File: config.mk
export PLATFORM = sky130hd
export DESIGN_NAME = http_header_length_scanner
export DESIGN_NICKNAME = d
export VERILOG_FILES = /design/src/hdl/hhls_pkg.sv /design/src/hdl/http_header_length_scanner.sv /design/src/hdl/hhls_fifo.sv /design/src/hdl/hhls_front.sv /design/src/hdl/hhls_scan.sv
export VERILOG_INCLUDE_DIRS = /design/src /design/src/hdl
export SDC_FILE = /design/constraint.sdc
export NUM_CORES = 1
export LEC_CHECK = 0
export ABC_CLOCK_PERIOD_IN_PS = 4680
export BUFFER_PORTS_ARGS = -buffer_cell sky130_fd_sc_hd__buf_2
export CAP_MARGIN = 20
export CORE_AREA = 4 4 242 173
export CTS_CLUSTER_DIAMETER = 30
export DETAILED_ROUTE_END_ITERATION = 8
export DIE_AREA = 0 0 246 177
export PLACE_DENSITY = 0.59
export SLEW_MARGIN = 20
export SYNTH_ARGS = -nofsm -noshare
export SYNTH_HDL_FRONTEND = slang
export SYNTH_SLANG_ARGS = --single-unit
File: constraint.sdc
create_clock -name clk -period 4.68 [get_ports clk]
set_input_delay 0.702 -clock clk [delete_from_list [all_inputs] [get_ports clk]]
set_output_delay 0.702 -clock clk [all_outputs]
set_load 0.1 [all_outputs]
File: src/hdl/http_header_length_scanner_assert.svh
// Assertion macros for the HTTP header length scanner.
// Used by the top level; expects clk and rst_n in scope where expanded.
`ifndef HTTP_HEADER_LENGTH_SCANNER_ASSERT_SVH
`define HTTP_HEADER_LENGTH_SCANNER_ASSERT_SVH

// same-cycle implication, disabled during reset
`define HHLS_ASSERT_IMP(lbl, ante, cons) \
    lbl: assert property (@(posedge clk) disable iff (!rst_n) (ante) |-> (cons)) \
        else $error("hhls assertion failed");

// next-cycle implication, disabled during reset
`define HHLS_ASSERT_NXT(lbl, ante, cons) \
    lbl: assert property (@(posedge clk) disable iff (!rst_n) (ante) |=> (cons)) \
        else $error("hhls assertion failed");

`endif

File: src/hdl/hhls_pkg.sv
// Package for the HTTP header length scanner: word types, codes, byte classifier.
// No dependencies; imported by the top level, the front end and the back end.
package hhls_pkg;

    typedef enum logic [1:0] {
        ST_OK         = 2'd0,
        ST_INCOMPLETE = 2'd1,
        ST_INVALID    = 2'd2,
        ST_TOO_LONG   = 2'd3
    } status_t;

    typedef enum logic [1:0] {
        PH_REQ   = 2'd0,
        PH_NAME  = 2'd1,
        PH_REST  = 2'd2,
        PH_VALUE = 2'd3
    } phase_t;

    typedef enum logic [2:0] {
        VP_SKIP   = 3'd0,
        VP_WS     = 3'd1,
        VP_SIGN   = 3'd2,
        VP_DIGITS = 3'd3,
        VP_BAD    = 3'd4
    } vphase_t;

    typedef struct packed {
        logic [7:0] data_byte;
        logic       last;
    } item_t;

    typedef struct packed {
        status_t     status;
        logic [15:0] header_size;
        logic [30:0] content_length;
    } result_t;

    typedef struct packed {
        logic nul;
        logic cr;
        logic lf;
        logic colon;
        logic sp_tab;
        logic ws;
        logic sign;
        logic minus;
        logic digit;
    } cls_t;

    // classified word passed from front to back
    typedef struct packed {
        cls_t       cls;
        logic [7:0] lc;
        logic       last;
    } mid_t;

    localparam logic [7:0]  CHAR_CR        = 8'h0d;
    localparam int          KEY_LEN        = 14;
    localparam logic [31:0] SAT_VALUE      = 32'h8000_0000;
    localparam logic [30:0] MAX_BODY_RESET = 31'd1048576;

    function automatic cls_t classify(logic [7:0] b);
        cls_t c;
        c.nul    = (b == 8'h00);
        c.cr     = (b == 8'h0d);
        c.lf     = (b == 8'h0a);
        c.colon  = (b == 8'h3a);
        c.sp_tab = (b == 8'h20) || (b == 8'h09);
        c.ws     = c.sp_tab || (b == 8'h0a) || (b == 8'h0b) || (b == 8'h0c) || (b == 8'h0d);
        c.sign   = (b == 8'h2b) || (b == 8'h2d);
        c.minus  = (b == 8'h2d);
        c.digit  = (b >= 8'h30) && (b <= 8'h39);
        return c;
    endfunction

    // "content-length", lower case
    function automatic logic [7:0] key_at(logic [3:0] pos);
        logic [7:0] k;
        case (pos)
            4'd0:    k = 8'h63;
            4'd1:    k = 8'h6f;
            4'd2:    k = 8'h6e;
            4'd3:    k = 8'h74;
            4'd4:    k = 8'h65;
            4'd5:    k = 8'h6e;
            4'd6:    k = 8'h74;
            4'd7:    k = 8'h2d;
            4'd8:    k = 8'h6c;
            4'd9:    k = 8'h65;
            4'd10:   k = 8'h6e;
            4'd11:   k = 8'h67;
            4'd12:   k = 8'h74;
            4'd13:   k = 8'h68;
            default: k = 8'h00;
        endcase
        return k;
    endfunction

endpackage

File: src/hdl/http_header_length_scanner.sv
// HTTP header length scanner: one byte per cycle sustained unless the result queue is full.
// A pushed byte is queued, then taken from the queue head into the scan state register; a result
// word from a last byte enters the result queue with that update (two-entry queues on both sides).
// Reset (rst_n low, asynchronous): queues empty, scan restarts at the request line,
// max_body returns to 1048576. No clearing pass.
// Depends on hhls_pkg, hhls_front, hhls_scan, hhls_fifo and the assertion macro header.
`include "http_header_length_scanner_assert.svh"

module http_header_length_scanner #(
    parameter int MAX_HEADER_BYTES   = 65535,
    parameter int VALUE_BUFFER_BYTES = 32
) (
    input  logic              clk,
    input  logic              rst_n,
    input  logic              push,
    output logic              full,
    input  hhls_pkg::item_t   item,
    input  logic              pop,
    output logic              empty,
    output hhls_pkg::result_t result,
    input  logic              cfg_wen,
    input  logic [30:0]       cfg_data
);
    import hhls_pkg::*;

    mid_t    mid_word;
    logic    mid_empty, mid_pop;
    logic    out_full, out_push;
    result_t out_word;
    logic [$bits(result_t)-1:0] out_bits;
    logic    fail_word;
    logic    fields_zero;

    hhls_front u_front (
        .clk       (clk),
        .rst_n     (rst_n),
        .push      (push),
        .item      (item),
        .full      (full),
        .mid_pop   (mid_pop),
        .mid_word  (mid_word),
        .mid_empty (mid_empty)
    );

    hhls_scan #(
        .MAX_HEADER_BYTES   (MAX_HEADER_BYTES),
        .VALUE_BUFFER_BYTES (VALUE_BUFFER_BYTES)
    ) u_scan (
        .clk       (clk),
        .rst_n     (rst_n),
        .cfg_wen   (cfg_wen),
        .cfg_data  (cfg_data),
        .mid_empty (mid_empty),
        .mid_word  (mid_word),
        .mid_pop   (mid_pop),
        .out_full  (out_full),
        .out_push  (out_push),
        .out_word  (out_word)
    );

    hhls_fifo #(
        .WIDTH($bits(result_t)),
        .DEPTH(2)
    ) u_out_q (
        .clk   (clk),
        .rst_n (rst_n),
        .push  (out_push),
        .wdata (out_word),
        .full  (out_full),
        .pop   (pop),
        .rdata (out_bits),
        .empty (empty)
    );

    assign result = result_t'(out_bits);

    assign fail_word   = !empty && (result.status != ST_OK);
    assign fields_zero = (result.header_size == '0) && (result.content_length == '0);

    `HHLS_ASSERT_IMP(a_out_no_overflow, out_push, !out_full)
    `HHLS_ASSERT_IMP(a_fail_zero_fields, fail_word, fields_zero)
    `HHLS_ASSERT_NXT(a_result_visible, out_push && empty, !empty)

endmodule

File: src/hdl/hhls_fifo.sv
// Small register queue, generic width and depth.
// No dependencies; used between front and back and on the result side.
module hhls_fifo #(
    parameter int WIDTH = 8,
    parameter int DEPTH = 2
) (
    input  logic             clk,
    input  logic             rst_n,
    input  logic             push,
    input  logic [WIDTH-1:0] wdata,
    output logic             full,
    input  logic             pop,
    output logic [WIDTH-1:0] rdata,
    output logic             empty
);
    localparam int PW = (DEPTH > 1) ? $clog2(DEPTH) : 1;
    localparam int CNTW = $clog2(DEPTH + 1);

    logic [WIDTH-1:0] data_reg [DEPTH];
    logic [PW-1:0]    wr_ptr_reg, wr_ptr_next;
    logic [PW-1:0]    rd_ptr_reg, rd_ptr_next;
    logic [CNTW-1:0]  count_reg, count_next;
    logic             do_push, do_pop;

    assign full    = (count_reg == CNTW'(DEPTH));
    assign empty   = (count_reg == '0);
    assign do_push = push && !full;
    assign do_pop  = pop && !empty;
    assign rdata   = data_reg[rd_ptr_reg];

    always_comb
    begin
        wr_ptr_next = wr_ptr_reg;
        rd_ptr_next = rd_ptr_reg;
        count_next  = count_reg;
        if (do_push)
        begin
            wr_ptr_next = (wr_ptr_reg == PW'(DEPTH - 1)) ? '0 : wr_ptr_reg + 1'b1;
        end
        if (do_pop)
        begin
            rd_ptr_next = (rd_ptr_reg == PW'(DEPTH - 1)) ? '0 : rd_ptr_reg + 1'b1;
        end
        if (do_push && !do_pop)
        begin
            count_next = count_reg + 1'b1;
        end
        else if (do_pop && !do_push)
        begin
            count_next = count_reg - 1'b1;
        end
    end

    always_ff @(posedge clk or negedge rst_n)
    begin
        if (!rst_n)
        begin
            wr_ptr_reg <= '0;
            rd_ptr_reg <= '0;
            count_reg  <= '0;
        end
        else
        begin
            wr_ptr_reg <= wr_ptr_next;
            rd_ptr_reg <= rd_ptr_next;
            count_reg  <= count_next;
        end
    end

    always_ff @(posedge clk)
    begin
        if (do_push)
        begin
            data_reg[wr_ptr_reg] <= wdata;
        end
    end

endmodule

File: src/hdl/hhls_front.sv
// Front end: takes request bytes, classifies them and queues the classified words.
// Depends on hhls_pkg and hhls_fifo.
module hhls_front (
    input  logic           clk,
    input  logic           rst_n,
    input  logic           push,
    input  hhls_pkg::item_t item,
    output logic           full,
    input  logic           mid_pop,
    output hhls_pkg::mid_t mid_word,
    output logic           mid_empty
);
    import hhls_pkg::*;

    mid_t            cls_word;
    logic [7:0]      b;
    logic [$bits(mid_t)-1:0] rd_bits;

    assign b = item.data_byte;

    always_comb
    begin
        cls_word.cls  = classify(b);
        cls_word.lc   = ((b >= 8'h41) && (b <= 8'h5a)) ? (b + 8'd32) : b;
        cls_word.last = item.last;
    end

    hhls_fifo #(
        .WIDTH($bits(mid_t)),
        .DEPTH(2)
    ) u_mid_q (
        .clk   (clk),
        .rst_n (rst_n),
        .push  (push),
        .wdata (cls_word),
        .full  (full),
        .pop   (mid_pop),
        .rdata (rd_bits),
        .empty (mid_empty)
    );

    assign mid_word = mid_t'(rd_bits);

endmodule

File: src/hdl/hhls_scan.sv
// Back end: per-byte header scanner state, Content-Length parse, result build.
// Depends on hhls_pkg.
module hhls_scan #(
    parameter int MAX_HEADER_BYTES   = 65535,
    parameter int VALUE_BUFFER_BYTES = 32
) (
    input  logic              clk,
    input  logic              rst_n,
    input  logic              cfg_wen,
    input  logic [30:0]       cfg_data,
    input  logic              mid_empty,
    input  hhls_pkg::mid_t    mid_word,
    output logic              mid_pop,
    input  logic              out_full,
    output logic              out_push,
    output hhls_pkg::result_t out_word
);
    import hhls_pkg::*;

    localparam int CW = $clog2(MAX_HEADER_BYTES + 1);
    localparam int VW = $clog2(VALUE_BUFFER_BYTES);

    typedef struct packed {
        vphase_t       vp;
        logic [VW-1:0] vl;
        logic [31:0]   acc;
        logic          neg;
    } val_t;

    typedef struct packed {
        phase_t        ph;
        logic          first;
        logic          cr;
        logic          emp;
        logic [3:0]    pos;
        logic          mis;
        val_t          v;
        logic          fnd;
        logic          inv;
        logic          dn;
        status_t       oc;
        logic [30:0]   acl;
        logic [CW-1:0] cnt;
    } scan_t;

    function automatic scan_t scan_init();
        scan_t r;
        r.ph    = PH_REQ;
        r.first = 1'b0;
        r.cr    = 1'b0;
        r.emp   = 1'b1;
        r.pos   = '0;
        r.mis   = 1'b0;
        r.v.vp  = VP_SKIP;
        r.v.vl  = '0;
        r.v.acc = '0;
        r.v.neg = 1'b0;
        r.fnd   = 1'b0;
        r.inv   = 1'b0;
        r.dn    = 1'b0;
        r.oc    = ST_OK;
        r.acl   = '0;
        r.cnt   = '0;
        return r;
    endfunction

    // acc*10 + d, saturating at 2^31
    function automatic logic [31:0] add_digit(logic [31:0] acc, logic [3:0] d);
        logic [35:0] t;
        t = {1'b0, acc, 3'b000} + {3'b000, acc, 1'b0} + {32'b0, d};
        if (t > {4'b0, SAT_VALUE})
        begin
            return SAT_VALUE;
        end
        return t[31:0];
    endfunction

    function automatic val_t val_char(val_t v, cls_t c, logic [3:0] d);
        val_t r;
        logic go;
        r  = v;
        go = 1'b1;
        if (r.vp == VP_SKIP)
        begin
            if (c.sp_tab)
            begin
                go = 1'b0;
            end
            else
            begin
                r.vp = VP_WS;
            end
        end
        if (go && (r.vp != VP_BAD))
        begin
            if (r.vl >= VW'(VALUE_BUFFER_BYTES - 1))
            begin
                r.vp = VP_BAD;
            end
            else
            begin
                r.vl = r.vl + 1'b1;
                if (r.vp == VP_WS)
                begin
                    if (!c.ws)
                    begin
                        if (c.sign)
                        begin
                            r.neg = c.minus;
                            r.vp  = VP_SIGN;
                        end
                        else if (c.digit)
                        begin
                            r.acc = add_digit(r.acc, d);
                            r.vp  = VP_DIGITS;
                        end
                        else
                        begin
                            r.vp = VP_BAD;
                        end
                    end
                end
                else if (c.digit)
                begin
                    r.acc = add_digit(r.acc, d);
                    r.vp  = VP_DIGITS;
                end
                else
                begin
                    r.vp = VP_BAD;
                end
            end
        end
        return r;
    endfunction

    // one content byte of a line
    function automatic scan_t feed(scan_t s, cls_t c, logic [7:0] lc);
        scan_t r;
        r     = s;
        r.emp = 1'b0;
        case (r.ph)
            PH_NAME:
            begin
                if (c.colon)
                begin
                    if (!r.mis && (r.pos == 4'(KEY_LEN)) && !r.fnd)
                    begin
                        r.ph    = PH_VALUE;
                        r.v.vp  = VP_SKIP;
                        r.v.vl  = '0;
                        r.v.acc = '0;
                        r.v.neg = 1'b0;
                        r.fnd   = 1'b1;
                    end
                    else
                    begin
                        r.ph = PH_REST;
                    end
                end
                else if ((r.pos < 4'(KEY_LEN)) && (lc == key_at(r.pos)))
                begin
                    r.pos = r.pos + 1'b1;
                end
                else
                begin
                    r.mis = 1'b1;
                end
            end
            PH_VALUE:
            begin
                r.v = val_char(r.v, c, lc[3:0]);
            end
            default:
            begin
            end
        endcase
        return r;
    endfunction

    function automatic scan_t line_end(scan_t s, logic [30:0] mb);
        scan_t r;
        r = s;
        if ((r.ph != PH_REQ) && r.emp)
        begin
            // blank line: header block complete
            r.dn = 1'b1;
            if (r.first)
            begin
                r.inv = 1'b1;
            end
            r.oc = r.inv ? ST_INVALID : ST_OK;
        end
        else
        begin
            if (r.ph == PH_VALUE)
            begin
                if ((r.v.vp == VP_DIGITS) && !(r.v.neg && (r.v.acc != '0))
                    && (r.v.acc <= {1'b0, mb}))
                begin
                    r.acl = r.v.acc[30:0];
                end
                else
                begin
                    r.inv = 1'b1;
                end
            end
            r.first = (r.ph == PH_REQ);
            r.ph    = PH_NAME;
            r.pos   = '0;
            r.mis   = 1'b0;
            r.emp   = 1'b1;
        end
        return r;
    endfunction

    scan_t       s_reg, s_next, u;
    logic [30:0] max_body_reg;
    logic        take;
    logic        lend;
    logic [CW+15:0] cnt_ext;
    logic        ok;

    assign take     = !mid_empty && (!mid_word.last || !out_full);
    assign mid_pop  = take;
    assign out_push = take && mid_word.last;

    // state update for the word at the head of the queue
    always_comb
    begin
        u    = s_reg;
        lend = 1'b0;
        if (!s_reg.dn)
        begin
            if (mid_word.cls.nul)
            begin
                u.dn = 1'b1;
                u.oc = ST_INCOMPLETE;
            end
            else
            begin
                u.cnt = s_reg.cnt + 1'b1;
                if (u.cr)
                begin
                    u.cr = 1'b0;
                    if (mid_word.cls.lf)
                    begin
                        lend = 1'b1;
                    end
                    else
                    begin
                        // lone CR is line content
                        u = feed(u, classify(CHAR_CR), CHAR_CR);
                    end
                end
                if (lend)
                begin
                    u = line_end(u, max_body_reg);
                end
                else if (mid_word.cls.cr)
                begin
                    u.cr = 1'b1;
                end
                else
                begin
                    u = feed(u, mid_word.cls, mid_word.lc);
                end
                if (!u.dn && (u.cnt >= CW'(MAX_HEADER_BYTES)))
                begin
                    u.dn = 1'b1;
                    u.oc = ST_TOO_LONG;
                end
            end
        end
    end

    always_comb
    begin
        s_next = s_reg;
        if (take)
        begin
            s_next = mid_word.last ? scan_init() : u;
        end
    end

    // result word
    always_comb
    begin
        cnt_ext                 = {16'b0, u.cnt};
        out_word.status         = u.dn ? u.oc : ST_INCOMPLETE;
        ok                      = (out_word.status == ST_OK);
        out_word.header_size    = ok ? cnt_ext[15:0] : '0;
        out_word.content_length = ok ? u.acl : '0;
    end

    always_ff @(posedge clk or negedge rst_n)
    begin
        if (!rst_n)
        begin
            s_reg        <= scan_init();
            max_body_reg <= MAX_BODY_RESET;
        end
        else
        begin
            s_reg <= s_next;
            if (cfg_wen)
            begin
                max_body_reg <= cfg_data;
            end
        end
    end

endmodule

### Yosys cells after proc, flatten, opt, wreduce, memory -nomap -nowiden

Memories as Yosys holds them, arrays and structs flattened.
Cells that the tools add are included.

| operators by class | value |
|---|---|
| add/sub/neg operators | 16 |
| multipliers | 0 |
| divide/modulo/power cells | 0 |
| $lt $le $gt $ge | 11 |
| eq/ne operators | 25 |
| shifts and indexed selects | 0 |
| multiplexer cells | 138 |
| bitwise logic cells | 0 |
| reductions and logical operators | 54 |

Operators by type and width:

| kind | number |
|---|---|
| 103-bit 2-to-1 mux | 7 |
| 99-bit 2-to-1 mux | 3 |
| 32-bit 2-to-1 mux | 7 |
| 31-bit 2-to-1 mux | 4 |
| 8-bit 2-to-1 mux | 13 |
| 42-bit 2-to-1 mux | 2 |
| 41-bit 2-to-1 mux | 2 |
| 41-bit one-hot mux with 2 select lines | 1 |
| 3-bit 2-to-1 mux | 25 |
| 1-bit 2-to-1 mux | 54 |
| 53-bit 2-to-1 mux | 1 |
| 47-bit 2-to-1 mux | 1 |
| 8-bit by 4-bit equality test with 1-bit output (second input constant) | 5 |
| 38-bit 2-to-1 mux | 1 |
| 35-bit by 33-bit adder with 36-bit output | 1 |
| 36-bit by 4-bit adder with 36-bit output | 1 |
| 36-bit by 32-bit greater-than comparator with 1-bit output (second input constant) | 1 |
| 33-bit 2-to-1 mux | 1 |
| 8-bit by 6-bit equality test with 1-bit output (second input constant) | 4 |
| 32-bit by 31-bit less-or-equal comparator with 1-bit output | 1 |
| 32-bit nonzero test | 1 |
| 1-bit logical AND | 22 |
| 5-bit 2-to-1 mux | 4 |
| 16-bit by 1-bit adder with 16-bit output (second input constant) | 1 |
| other kinds (33) | 81 |

| word-level totals | value |
|---|---|
| bits in registers | 142 |
| latch bits | 0 |
| memory bits (writable) | 134 |
| memory bits (read-only) | 224 |
| bits of input ports | 45 |
| output and inout bits | 51 |
| logic and storage cells | 271 |
| memories kept | 4 |

Memory list:

| memory | depth | width | rd ports | clocked after Yosys merged registers in | wr ports | RTL line | text |
|---|---|---|---|---|---|---|---|
| (name not given) | 16 | 7 | 1 | 0 | 0 | hhls_pkg.sv:79 | `case (pos)` |
| (name not given) | 16 | 7 | 1 | 0 | 0 | hhls_pkg.sv:79 |  |
| u_out_q.data_reg | 2 | 49 | 1 | 0 | 1 | hhls_fifo.sv:19 | `logic [WIDTH-1:0] data_reg [DEPTH];` |
| u_front.u_mid_q.data_reg | 2 | 18 | 1 | 0 | 1 | hhls_fifo.sv:19 |  |

### Depth between registers and ports, before layout

Gate-level depths: netlist of the first run.

| logic depth | value |
|---|---|
| depth in word-level cells | 52 |
| gate-level depth with buffers | 20 |
| depth with buffers taken out | 16 |

### Modules after synthesis

From an unflattened synthesis of the first run, not the netlist that was laid out.

| unflattened totals | value |
|---|---|
| cells, all modules | 1,462 |
| area total of the unflattened synthesis | 16,215.6 sq um |

Modules (own cells, without submodules):

| module | times used | cells an instance | area each (sq um) | seq. area each (sq um) |
|---|---|---|---|---|
| hhls_scan | 1 | 1,171 | 10,352.4 | 3,355.7 |
| hhls_fifo (u_out_q) | 1 | 172 | 3,986.3 | 3,042.9 |
| hhls_fifo (u_front.u_mid_q) | 1 | 75 | 1,545.2 | 1,181.1 |
| hhls_front | 1 | 44 | 331.6 | 0.0 |

### Worst setup path before layout of the first run

Ideal clock, no wire load.

| path | value |
|---|---|
| kind | register to register |
| from | register u_front.u_mid_q.rd_ptr_reg |
| to | register u_scan.s_reg[70] (netlist name) |
| setup time | 77 ps |
| data arrival time | 4,778 ps |
| required time | 4,603 ps |
| path slack | -175 ps |
| cell stages (with the launch flop) | 20 |
| buffers on the path | 5 |
| period minus slack after synthesis | 4,855 ps |
| cells stage by stage | dfrtp_1 > buf_2 > buf_2 > buf_1 > mux2_2 > fa_1 > inv_1 > fa_1 > nand2b_1 > a211oi_1 > o21ai_0 > o21ai_1 > a311o_1 > nand3_1 > nor4_1 > a41o_1 > buf_4 > nand2_2 > buf_2 > o21ai_1 |

| on the way | value |
|---|---|
| longest elaborated chain between the ends | 35 |
| elaborated cells on any way between the ends | 80 |
| classes of those cells | add/sub (2); order compare (2); eq/ne (5); mux (61); reduce/logical (9); memory (1) |

RTL lines:

| element | RTL line | text |
|---|---|---|
| start: declaration | hhls_fifo.sv:21 | `logic [PW-1:0] rd_ptr_reg, rd_ptr_next;` |
| start signal: assignment | hhls_fifo.sv:65 | `rd_ptr_reg <= rd_ptr_next;` |
| memory 2 x 18 bit (*) | -- |  |
| 99-bit 2-to-1 mux | hhls_scan.sv:246 | `if (mid_word.cls.lf)` |
| 99-bit 2-to-1 mux | hhls_scan.sv:243 | `if (u.cr)` |
| 103-bit 2-to-1 mux | hhls_scan.sv:235 | `if (mid_word.cls.nul)` |
| 103-bit 2-to-1 mux | hhls_scan.sv:233 | `if (!s_reg.dn)` |
| 35-bit by 33-bit adder with 36-bit output | hhls_scan.sv:70 | `t = {1'b0, acc, 3'b000} + {3'b000, acc, 1'b0} + {32'b0, d};` |
| 36-bit by 4-bit adder with 36-bit output | hhls_scan.sv:70 |  |
| 36-bit by 32-bit greater-than comparator with 1-bit output | hhls_scan.sv:71 | `if (t > {4'b0, SAT_VALUE})` |
| [19 not listed] | -- |  |
| 41-bit one-hot mux with 2 select lines | hhls_scan.sv:142 | `case (r.ph)` |
| 99-bit 2-to-1 mux | hhls_scan.sv:260 | `else if (mid_word.cls.cr)` |
| 103-bit 2-to-1 mux | hhls_scan.sv:256 | `if (lend)` |
| 103-bit 2-to-1 mux | hhls_scan.sv:235 |  |
| 103-bit 2-to-1 mux | hhls_scan.sv:233 |  |
| 53-bit 2-to-1 mux | hhls_scan.sv:235 |  |
| 103-bit 2-to-1 mux | hhls_scan.sv:233 |  |
| 103-bit 2-to-1 mux | hhls_scan.sv:282 | `s_next = mid_word.last ? scan_init() : u;` |
| end signal: assignment | hhls_scan.sv:300 | `s_reg <= scan_init();` |
| end signal: assignment | hhls_scan.sv:305 | `s_reg <= s_next;` |
| end: declaration | hhls_scan.sv:217 | `scan_t s_reg, s_next, u;` |

Every way passes the cells marked *; elsewhere a longest branch is shown, timed or not. The select of a mux whose other input is x is not followed.
A chain may end at the register's enable or synchronous reset.

### Worst setup path in the final report of the first run

| path | value |
|---|---|
| from | register u_front.u_mid_q.rd_ptr_reg |
| to | register u_scan.s_reg[53] (netlist name) |

Same word-level chain as after synthesis.

==> results by group, run 1 <==
Run
  • MaxCap Viol Count: 0

Critical path
  • Critical Path RT: 5160 ps
  • Crit path DAT: 4900 ps
  • R2r worst-path depth: 13
  • Crit-path cells: mux2_2, fa_1, ha_1, a211oi_1, o21ai_1, and4_1, or2_1, o311ai_1, o2111ai_1, nor4_1, a41o_1, nand2_2, o21ai_0
  • Slack of the worst reg-to-reg path: 260 ps
  • Critical Path Fanout Max: 16
  • Critical Path Max Stage Delay: 470 ps
  • R2r endpoint: u_scan.s_reg[53]
  • Critical Setup Path Class: flop to flop
  • Worst Setup EP: u_scan.s_reg[53]
  • Worst setup EP type: flop
  • Critical R2R Launch: u_front.u_mid_q.rd_ptr_reg
  • Worst Setup Start Kind: flop
  • Critical Path Source: u_front.u_mid_q.rd_ptr_reg
  • Slowest cell on crit path: fa_1

Place
  • Number of I/O port buffers: 95
  • Placed Area: 16900 sq um
  • GPL Wtd Cong: 0.891
  • HPWL Detailed: 29600 um

Global routing
  • Vias in the first global route: 11700
  • Total GRT Usage: 18.8%
  • Gr ovfl total: 0
  • First-pass GRT wire length: 65500 um
  • Initial antenna violation count: 0
  • Largest net degree at the start of global routing: 84

Floorplanning
  • CORE AREA: 39500 sq um
  • Die area: 43500 sq um
  • I/O pin count: 96
  • Die width: 246 um
  • Initial core utilization: 39.8%
  • # rows: 61
  • Die Y: 177 um

Clocking
  • Skew-Pair Late Insertion Delay: 570 ps
  • TritonCTS clock tree: done
  • # hold bufs at CTS: 0
  • Clock transition at path regs: 50 ps
  • Post-CTS Setup Repair Bufs: 0
  • CTS Buf Count: 54
  • Clk root buf: clkbuf_16
  • Clock buffer depth: 3
  • Clk sinks: 276
  • H-tree depth: 2

Timing
  • Max-slew headroom: 32.9%
  • Fmax: 226 MHz
  • Tmin final: 4420 ps
  • Clk_skew: 32.0 ps
  • Setup violators final: 0
  • Final setup TNS: 0 ps
  • Fin. Hold Viols: 0
  • Period utilization: 94.4%
  • RSZ-0062 raised after global routing: false
  • Slew Limit Fails: 0
  • Worst-Margin Slew: 1000 ps

Routing
  • Drt drc: 0
  • DR vias: 12000
  • Wire per inst: 18.5 um
  • Initial DRC count: 1055
  • Wirelength, routed: 41000 um
  • Pre-antenna DRT Iters: 5
  • Antenna Violating Nets Remaining: 0
  • Via density: 5.45

Yosys
  • Syn Nets: 1665
  • Mean Syn Cell Area: 10.4 sq um
  • Synth Register Bits: 276
  • Library cells used by synthesis: 79
  • Post-synth ARST share: 51.4%
  • Sequential share of the synthesized area: 48.2%
  • Synth Flop Type: dfrtp_1
  • Synth Cell Area: 15700 sq um
  • Synth warn: 0
  • Post-synth EDFFs: 134
  • Mapped Cells: 1508

Cells and area
  • Commonest non-fill, non-tap cell in the layout: nand2_1
  • Final #Nets: 1787
  • Commonest cells after routing, fill and taps aside: nand2_1, dfrtp_1, edfxtp_1, o21ai_0, ha_1
  • Fin area: 18700 sq um
  • Filler cells: 3590
  • Largest register FFs: 103
  • N_diodes: 0
  • Area delta synth->final: 19.3%
  • Share of cells above drive strength 1: 19.1%

Run status
  • Status: finished, final reports clean

Pwr
  • PwrDens: 611 nW/um^2
  • Worst vdd ir: 0.621 mV
  • Lkg Pwr: 8.14 nW

Worst hold path
  • Min-Delay Path Class: input pin to asynchronous set/reset pin
[power by group]
group	internal, mW	leakage [nW]	switching (mW)	total, mW
Clock	2.37	0.855	1.32	3.70
Combinational	0.965	4.14	3.40	4.36
Sequential	3.12	3.14	0.266	3.39
[area by class of cell]
type | instances | area, sq um | area share (%)
Inverter | 58 | 218 | 1.16
Sequential cell | 276 | 7580 | 40.5
Timing Repair Buffer | 140 | 820 | 4.37
Clock inverter | 37 | 363 | 1.94
Tap cell | 535 | 669 | 3.57
Clock buffer | 64 | 1430 | 7.63
Multi-Input combinational cell | 1100 | 7660 | 40.9
[cells by family after synthesis]
logic type               count (synthesis)  synth area share, %
XOR/XNOR                                53                 2.95
flip-flops                             276                 48.2
multiplexers                            81                 5.73
buffers and inverters                  132                 3.27
AO/OA/AOI/OAI                          389                 16.2
AND/OR/NAND/NOR                        465                 14.6
adder cells (fa/ha/maj)                112                 9.02
[how the worst min path moves through the flow]
stage,start,end,slack [ps]
detailed placement,u_scan.s_reg[48],u_scan.s_reg[48],470
global route,rst_n,u_scan.s_reg[73],270
finish,rst_n,u_scan.s_reg[73],210
floorplan,rst_n,u_front.u_mid_q.count_reg[0],410
global placement,u_scan.s_reg[48],u_scan.s_reg[48],460
CTS,rst_n,u_scan.s_reg[75],240
[timing repair]
item / CTS / global route
setup endpoints to repair: 0 / 16
resized for setup: 0 / 5
hold endpoints to repair: 0 / 0
[metal layers]
| metal | wire length (um) | track usage [%] |
|---|---|---|
| met5 | 0 | 0 |
| met3 | 2670 | 3.68 |
| met2 | 16100 | 25.3 |
| met4 | 749 | 4.42 |
| met1 | 21500 | 30.5 |
[metrics by stage]
stage | hold slack (ps) | std cells | setup WS (ps) | util (%) | total power [mW]
final | 212 | 2210 | 262 | 47.5 | 11.4
after global placement | 465 | 2109 | 370 | 42.9 | 7.77
after floorplan | 406 | 1508 | 129 | - | 6.85
after global routing | 269 | 2210 | 1.49 | 47.5 | 12.0
after detailed placement | 470 | 2109 | 309 | 42.9 | 7.80
after CTS | 240 | 2210 | 299 | 47.4 | 11.5
[cells in the mapped netlist (all sizes together), types with 11 or more instances]
cell    count  area [sq um]
buf        17          82.6
dfrtp     140          3500
o21ai     136           684
a211oi     13           110
mux2i      19           203
nand2     173           654
edfxtp    134          4020
xor2       22           193
mux2       62           698
nor2b      13          81.3
and2       38           238
a22o       39           342
o31ai      13          97.6
nor2       87           327
ha        110          1380
a21o       27           203
nor3       22           110
a31oi      11          68.8
xnor2      31           272
nand2b     14          87.6
a21oi      69           345
and3       17           106
nand3      27           135
o21a       13          97.6
nand4      22           153
inv        58           218
clkbuf     57           214
o211ai     13           108
nor4       17           121
[worst max-delay path, delay by kind of cell (launching register included)]
family | cells | cell delay [ps]
muxes | 1 | 400
DFF | 1 | 430
AOI/OAI and AO/OA | 6 | 1560
and+or+nand+nor | 4 | 1160
adders and majority gates | 2 | 800
Note: power is estimated with default switching activity, not from simulation.
==> run 2: changes to the inputs <==
--- a/config.mk
+++ b/config.mk
@@ -9,11 +9,13 @@
 export ABC_CLOCK_PERIOD_IN_PS = 4680
 export BUFFER_PORTS_ARGS = -buffer_cell sky130_fd_sc_hd__buf_2
 export CAP_MARGIN = 20
+export CELL_PAD_IN_SITES_DETAIL_PLACEMENT = 1
+export CELL_PAD_IN_SITES_GLOBAL_PLACEMENT = 1
 export CORE_AREA = 4 4 242 173
-export CTS_CLUSTER_DIAMETER = 30
 export DETAILED_ROUTE_END_ITERATION = 8
 export DIE_AREA = 0 0 246 177
-export PLACE_DENSITY = 0.59
+export PLACE_DENSITY = 0.71
+export SKIP_LAST_GASP = 1
 export SLEW_MARGIN = 20
 export SYNTH_ARGS = -nofsm -noshare
 export SYNTH_HDL_FRONTEND = slang
==> run 2 against run 1 <==
Utilization down 2.3 points. Combinational power up 2%. Die area unchanged. Worst hold slack worse by 21 ps. Largest cell class unchanged. Highest routed layer unchanged.
==> results by group, run 2 (synthesis results as in run 1) <==
Cells and area
  • Filler cells: 4370 (was 3590)
  • Final #Nets: 1760 (was 1787)
  • Commonest non-fill, non-tap cell in the layout: nand2_1 (unchanged)
  • Largest register FFs: 103 (unchanged)
  • N_diodes: 0 (unchanged)
  • Fin area: 17800 sq um (was 18700 sq um)
  • Commonest cells after routing, fill and taps aside: nand2_1, dfrtp_1, edfxtp_1, o21ai_0, ha_1 (unchanged)
  • Share of cells above drive strength 1: 16.5% (was 19.1%)
  • Area delta synth->final: 13.5% (was 19.3%)

Critical path
  • Critical Setup Path Class: flop to flop (unchanged)
  • Crit path DAT: 4990 ps (was 4900 ps)
  • Worst setup EP type: flop (unchanged)
  • Worst Setup Start Kind: flop (unchanged)
  • Slack of the worst reg-to-reg path: 180 ps (was 260 ps)
  • Slowest cell on crit path: a31oi_1 (was fa_1)
  • Crit-path cells: mux2_2, fa_1, ha_1, o211ai_1, o21ai_1, and4_1, buf_4, o211ai_1, a31oi_1, a31oi_1, mux2i_1, nor4_4, buf_4, nand2_2, o21ai_1 (was mux2_2, fa_1, ha_1, a211oi_1, o21ai_1, and4_1, or2_1, o311ai_1, o2111ai_1, nor4_1, a41o_1, nand2_2, o21ai_0)
  • Critical Path RT: 5170 ps (was 5160 ps)
  • Critical Path Fanout Max: 11 (was 16)
  • CP bufs+invs: 2 (was 0)
  • Crit path max-delay family: compound AO/OA/AOI/OAI gates (unchanged)
  • Critical Path Max Stage Delay: 490 ps (was 470 ps)

Place
  • GPL Wtd Cong: 0.881 (was 0.891)
  • HPWL Detailed: 33400 um (was 29600 um)
  • Number of I/O port buffers: 95 (unchanged)
  • Placed Area: 16900 sq um (about the same)

Floorplanning
  • # rows: 61 (unchanged)
  • Die Y: 177 um (unchanged)
  • Die area: 43500 sq um (unchanged)
  • CORE AREA: 39500 sq um (unchanged)
  • Initial core utilization: 39.8% (unchanged)
  • I/O pin count: 96 (unchanged)
  • Die width: 246 um (unchanged)

Pwr
  • Worst vdd ir: 0.451 mV (was 0.621 mV)
  • PwrDens: 563 nW/um^2 (was 611 nW/um^2)
  • Lkg Pwr: 7.73 nW (was 8.14 nW)

Clocking
  • Skew-Pair Late Insertion Delay: 570 ps (about the same)
  • TritonCTS clock tree: done (unchanged)
  • Clock transition at path regs: 60 ps (was 50 ps)
  • CTS Buf Count: 29 (was 54)
  • H-tree depth: 1 (was 2)
  • Clk sinks: 276 (unchanged)
  • Clock buffer depth: 3 (unchanged)
  • Clk root buf: clkbuf_16 (unchanged)

Global routing
  • Initial antenna violation count: 0 (unchanged)
  • Total GRT Usage: 20.8% (was 18.8%)
  • First-pass GRT wire length: 72400 um (was 65500 um)
  • Largest net degree at the start of global routing: 84 (unchanged)
  • Vias in the first global route: 12700 (was 11700)
  • Gr ovfl total: 0 (unchanged)

Timing
  • Slew Limit Fails: 0 (unchanged)
  • WHS: 190 ps (was 212 ps)
  • RSZ-0062 raised after global routing: false (unchanged)
  • Fin. Hold Viols: 0 (unchanged)
  • Setup violators final: 0 (unchanged)
  • Max-slew headroom: 32.6% (was 32.9%)
  • Final setup TNS: 0 ps (unchanged)
  • Tmin final: 4500 ps (was 4420 ps)
  • Clk_skew: 7.63 ps (was 32.0 ps)
  • Worst-Margin Slew: 1010 ps (was 1000 ps)
  • Fmax: 222 MHz (was 226 MHz)
  • Period utilization: 96.2% (was 94.4%)

Routing
  • Pre-antenna DRT Iters: 5 (unchanged)
  • Wire per inst: 21.0 um (was 18.5 um)
  • DR vias: 12200 (was 12000)
  • Antenna Violating Nets Remaining: 0 (unchanged)
  • Wirelength, routed: 45300 um (was 41000 um)
  • Initial DRC count: 1015 (was 1055)
  • Via density: 5.64 (was 5.45)
  • Drt drc: 0 (unchanged)

Run status
  • Status: finished, final reports clean (unchanged)

Run
  • MaxCap Viol Count: 0 (unchanged)

Worst hold path
  • Min-Delay Path Class: input pin to asynchronous set/reset pin (unchanged)
[run 2: changes by cell type in the layout (fill, tap and decap cells not counted), sizes merged]
cell | before | now
buf | 140 | 138
inv | 65 | 59
clkinvlp | 9 | 1
clkinv | 18 | 11
clkbuf | 64 | 40
bufinv | 3 | 1
[run 2: repair_timing]
| item | in CTS | in global routing |
|---|---|---|
| resized for setup | 0 | 5 |
| setup endpoints to repair | 0 | 25 |
| hold buffers | 0 | 0 |
| setup buffers | 0 | 0 |
[run 2: cell type report]
cell class | instances | area (sq um) | share of cell area (%)
multi-input cells | 1100 | 7660 | 43.0
flip-flops and latches | 276 | 7580 | 42.5
repair buffers | 138 | 805 | 4.51
clock buffers | 40 | 787 | 4.41
well taps | 535 | 669 | 3.75
inverters | 58 | 218 | 1.22
clock inverters | 14 | 110 | 0.617
[run 2: path summary, 6_finish.rpt]
kind	from	end	cells past startpoint
worst min-delay path	rst_n	u_scan.s_reg[75]	1
max in group asynchronous	rst_n	u_scan.max_body_reg[20]	2
min in group clk	item[0]	u_front.u_mid_q.data_reg[1][0]	1
worst min register to register	u_scan.s_reg[38]	u_scan.s_reg[38]	1
worst max register to register	u_front.u_mid_q.rd_ptr_reg	u_scan.s_reg[75]	15
worst max-delay path	u_front.u_mid_q.rd_ptr_reg	u_scan.s_reg[75]	15
[run 2: stage by stage]
| step | setup slack (ps) | power, mW | util, % | cells |
|---|---|---|---|---|
| after floorplan | 129 | 6.85 | - | 1508 |
| after global placement | 342 | 7.79 | 42.9 | 2107 |
| after detailed placement | 142 | 7.90 | 42.9 | 2107 |
| after CTS | 89.9 | 10.1 | 45.1 | 2161 |
| after global routing | 8.66 | 10.5 | 45.2 | 2161 |
| final | 177 | 10.0 | 45.2 | 2161 |
[run 2: routing by layer]
layer / wire (um) / track usage (%)
met5: 0 / 0
met4: 805 / 3.71
met3: 2630 / 3.60
met2: 19100 / 30.8
met1: 22800 / 32.3
[run 2: power breakdown]
part | internal, mW | switching (mW)
clock | 1.23 | 0.976
sequential | 3.12 | 0.272
combinational | 0.968 | 3.47
total | 5.32 | 4.72
[run 2: worst register-to-register path: stages, from the launching register on]
cell and delay, ps:
dfrtp_1 420, mux2_2 390, fa_1 380, ha_1 370, o211ai_1 120, o21ai_1 360
and4_1 290, buf_4 170, o211ai_1 170, a31oi_1 490, a31oi_1 190, mux2i_1 200
nor4_4 320, buf_4 250, nand2_2 130, o21ai_1 180
==> run 3: changes to the inputs <==
--- a/config.mk
+++ b/config.mk
@@ -11,9 +11,9 @@
 export CAP_MARGIN = 20
 export CELL_PAD_IN_SITES_DETAIL_PLACEMENT = 1
 export CELL_PAD_IN_SITES_GLOBAL_PLACEMENT = 1
-export CORE_AREA = 4 4 242 173
+export CORE_AREA = 10 10 248 179
 export DETAILED_ROUTE_END_ITERATION = 8
-export DIE_AREA = 0 0 246 177
+export DIE_AREA = 0 0 258 189
 export PLACE_DENSITY = 0.71
 export SKIP_LAST_GASP = 1
 export SLEW_MARGIN = 20
==> run 3 against run 2 <==
Critical path depth fell by 2. Power rose by 2.1%. Sequential power barely moved. First-iteration DRC count fell by 9.5%. Final cell count fell by 0.23%. Clock power rose by 8%. Highest routed layer unchanged. Setup slack got worse by 11 ps. Critical path type unchanged. Largest power group unchanged. Worst hold slack got worse by 66 ps. Largest cell class unchanged.
==> results by group, run 3 (synthesis results as in run 1) <==
Floorplanning
  • Initial core utilization: 39.8% (unchanged)
  • I/O pin count: 96 (unchanged)
  • Die width: 258 um (was 246 um)
  • Die Y: 189 um (was 177 um)
  • CORE AREA: 39500 sq um (unchanged)
  • Die area: 48800 sq um (was 43500 sq um)
  • # rows: 61 (unchanged)

Routing
  • Via density: 5.70 (was 5.64)
  • Antenna Violating Nets Remaining: 0 (unchanged)
  • Initial DRC count: 919 (was 1015)
  • DR vias: 12300 (was 12200)
  • Drt drc: 0 (unchanged)
  • Wirelength, routed: 46000 um (was 45300 um)
  • Pre-antenna DRT Iters: 4 (was 5)
  • Wire per inst: 21.3 um (was 21.0 um)

Critical path
  • Worst Setup Start Kind: flop (unchanged)
  • Slack of the worst reg-to-reg path: 170 ps (was 180 ps)
  • Critical Path Fanout Max: 16 (was 11)
  • R2r worst-path depth: 13 (was 15)
  • R2r endpoint: u_scan.s_reg[64] (was u_scan.s_reg[75])
  • Critical Path Source: u_front.u_mid_q.rd_ptr_reg (unchanged)
  • Critical Setup Path Class: flop to flop (unchanged)
  • Crit path DAT: 5010 ps (was 4990 ps)
  • Worst setup EP type: flop (unchanged)
  • Critical Path RT: 5180 ps (was 5170 ps)
  • Critical R2R Launch: u_front.u_mid_q.rd_ptr_reg (unchanged)

Place
  • DP Worst Slack: 161 ps (was 142 ps)
  • Number of I/O port buffers: 95 (unchanged)
  • GPL Wtd Cong: 0.890 (was 0.881)
  • HPWL Detailed: 33400 um (about the same)

Cells and area
  • Commonest non-fill, non-tap cell in the layout: nand2_1 (unchanged)
  • N_diodes: 0 (unchanged)
  • Largest register FFs: 103 (unchanged)
  • Area delta synth->final: 13.8% (was 13.5%)
  • Share of cells above drive strength 1: 16.2% (was 16.5%)
  • Util after Layout: 45.3% (was 45.2%)
  • Final #Nets: 1754 (was 1760)
  • Commonest cells after routing, fill and taps aside: nand2_1, dfrtp_1, edfxtp_1, o21ai_0, ha_1 (unchanged)

Run
  • MaxCap Viol Count: 0 (unchanged)

Global routing
  • First-pass GRT wire length: 73400 um (was 72400 um)
  • Largest net degree at the start of global routing: 78 (was 84)
  • Gr ovfl total: 0 (unchanged)
  • Total GRT Usage: 18.5% (was 20.8%)
  • Initial antenna violation count: 0 (unchanged)
  • Vias in the first global route: 12700 (about the same)

Run status
  • Status: finished, final reports clean (unchanged)

Clocking
  • TritonCTS clock tree: done (unchanged)
  • Clk root buf: clkbuf_16 (unchanged)
  • H-tree depth: 1 (unchanged)
  • Clock transition at path regs: 70 ps (was 60 ps)
  • Clk sinks: 276 (unchanged)
  • CTS Buf Count: 30 (was 29)
  • Skew-Pair Late Insertion Delay: 580 ps (was 570 ps)
  • # hold bufs at CTS: 0 (unchanged)
  • Clock buffer depth: 3 (unchanged)

Timing
  • Fmax: 222 MHz (about the same)
  • Max-slew headroom: 31.4% (was 32.6%)
  • Worst-Margin Slew: 1030 ps (was 1010 ps)
  • Tmin final: 4510 ps (was 4500 ps)
  • Clk_skew: 15.9 ps (was 7.63 ps)
  • Slew Limit Fails: 0 (unchanged)
  • Fin. Hold Viols: 0 (unchanged)
  • Final setup margin: 166 ps (was 177 ps)
  • RSZ-0062 raised after global routing: true (was false)
  • Period utilization: 96.5% (was 96.2%)
  • Setup violators final: 0 (unchanged)

Worst hold path
  • Min-Delay Path Class: input pin to asynchronous set/reset pin (unchanged)

Pwr
  • PwrDens: 573 nW/um^2 (was 563 nW/um^2)
  • Lkg Pwr: 7.72 nW (was 7.73 nW)
  • Tot Pwr: 10.2 mW (was 10.0 mW)
  • Worst vdd ir: 0.496 mV (was 0.451 mV)
## run 3: timing repair
item	CTS	global route
gates resized for setup	0	3
endpoints found under the setup margin	0	22
setup buffers	0	1
## run 3: worst max-delay path by stage
stage	end	slack (ps)	cells past startpoint
2_1_floorplan	u_scan.s_reg[70]	130	19
3_3_place_gp	u_scan.s_reg[53]	300	13
3_5_place_dp	u_scan.s_reg[64]	160	14
4_1_cts	u_scan.s_reg[64]	120	14
5_1_grt	u_scan.s_reg[64]	-10	14
6_report	u_scan.s_reg[64]	170	13
## run 3: metal layers
metal | vias up | share of wire, % | global-route usage [%]
met4 | 0 | 2.3 | 4.54
li1 | 5733 | - | -
met3 | 68 | 5.6 | 3.31
met1 | 6198 | 50 | 27.5
met5 | - | 0 | 0
met2 | 294 | 42 | 27.3
## run 3: final cells by class
class / count / area (sq um)
timing repair buffer: 131 / 768
tap: 535 / 669
multi-input combinational: 1100 / 7650
clock inverter: 14 / 159
clock buffer: 42 / 826
sequential: 276 / 7580
fill: 4336 / 21600
inverter: 58 / 218
## run 3: worst max-delay path, stage by stage, from the launching register on
cell       delay [ps]
dfrtp_1           420
mux2_2            390
fa_1              470
ha_1              320
a211oi_1          290
o21ai_1           170
and4_1            240
or2_1             290
o311ai_0          490
o2111ai_1         270
nor4_1            350
a41o_1            310
nand2_4           180
o21ai_0           230
## run 3: through the flow
stage	hold WS (ps)	TNS (ps)	std cells	instance area [sq um]
3_3_place_gp	463	0	2099	16900
3_5_place_dp	478	0	2099	16900
5_1_grt	189	-12.4	2156	17900
2_1_floorplan	406	0	1508	15700
4_1_cts	167	0	2155	17800
6_report	125	0	2156	17900
## run 3: report_power, final
part / switching, mW / internal, mW / total [mW]
registers: 0.281 / 3.11 / 3.39
clock network: 1.03 / 1.35 / 2.38
logic: 3.49 / 0.986 / 4.48
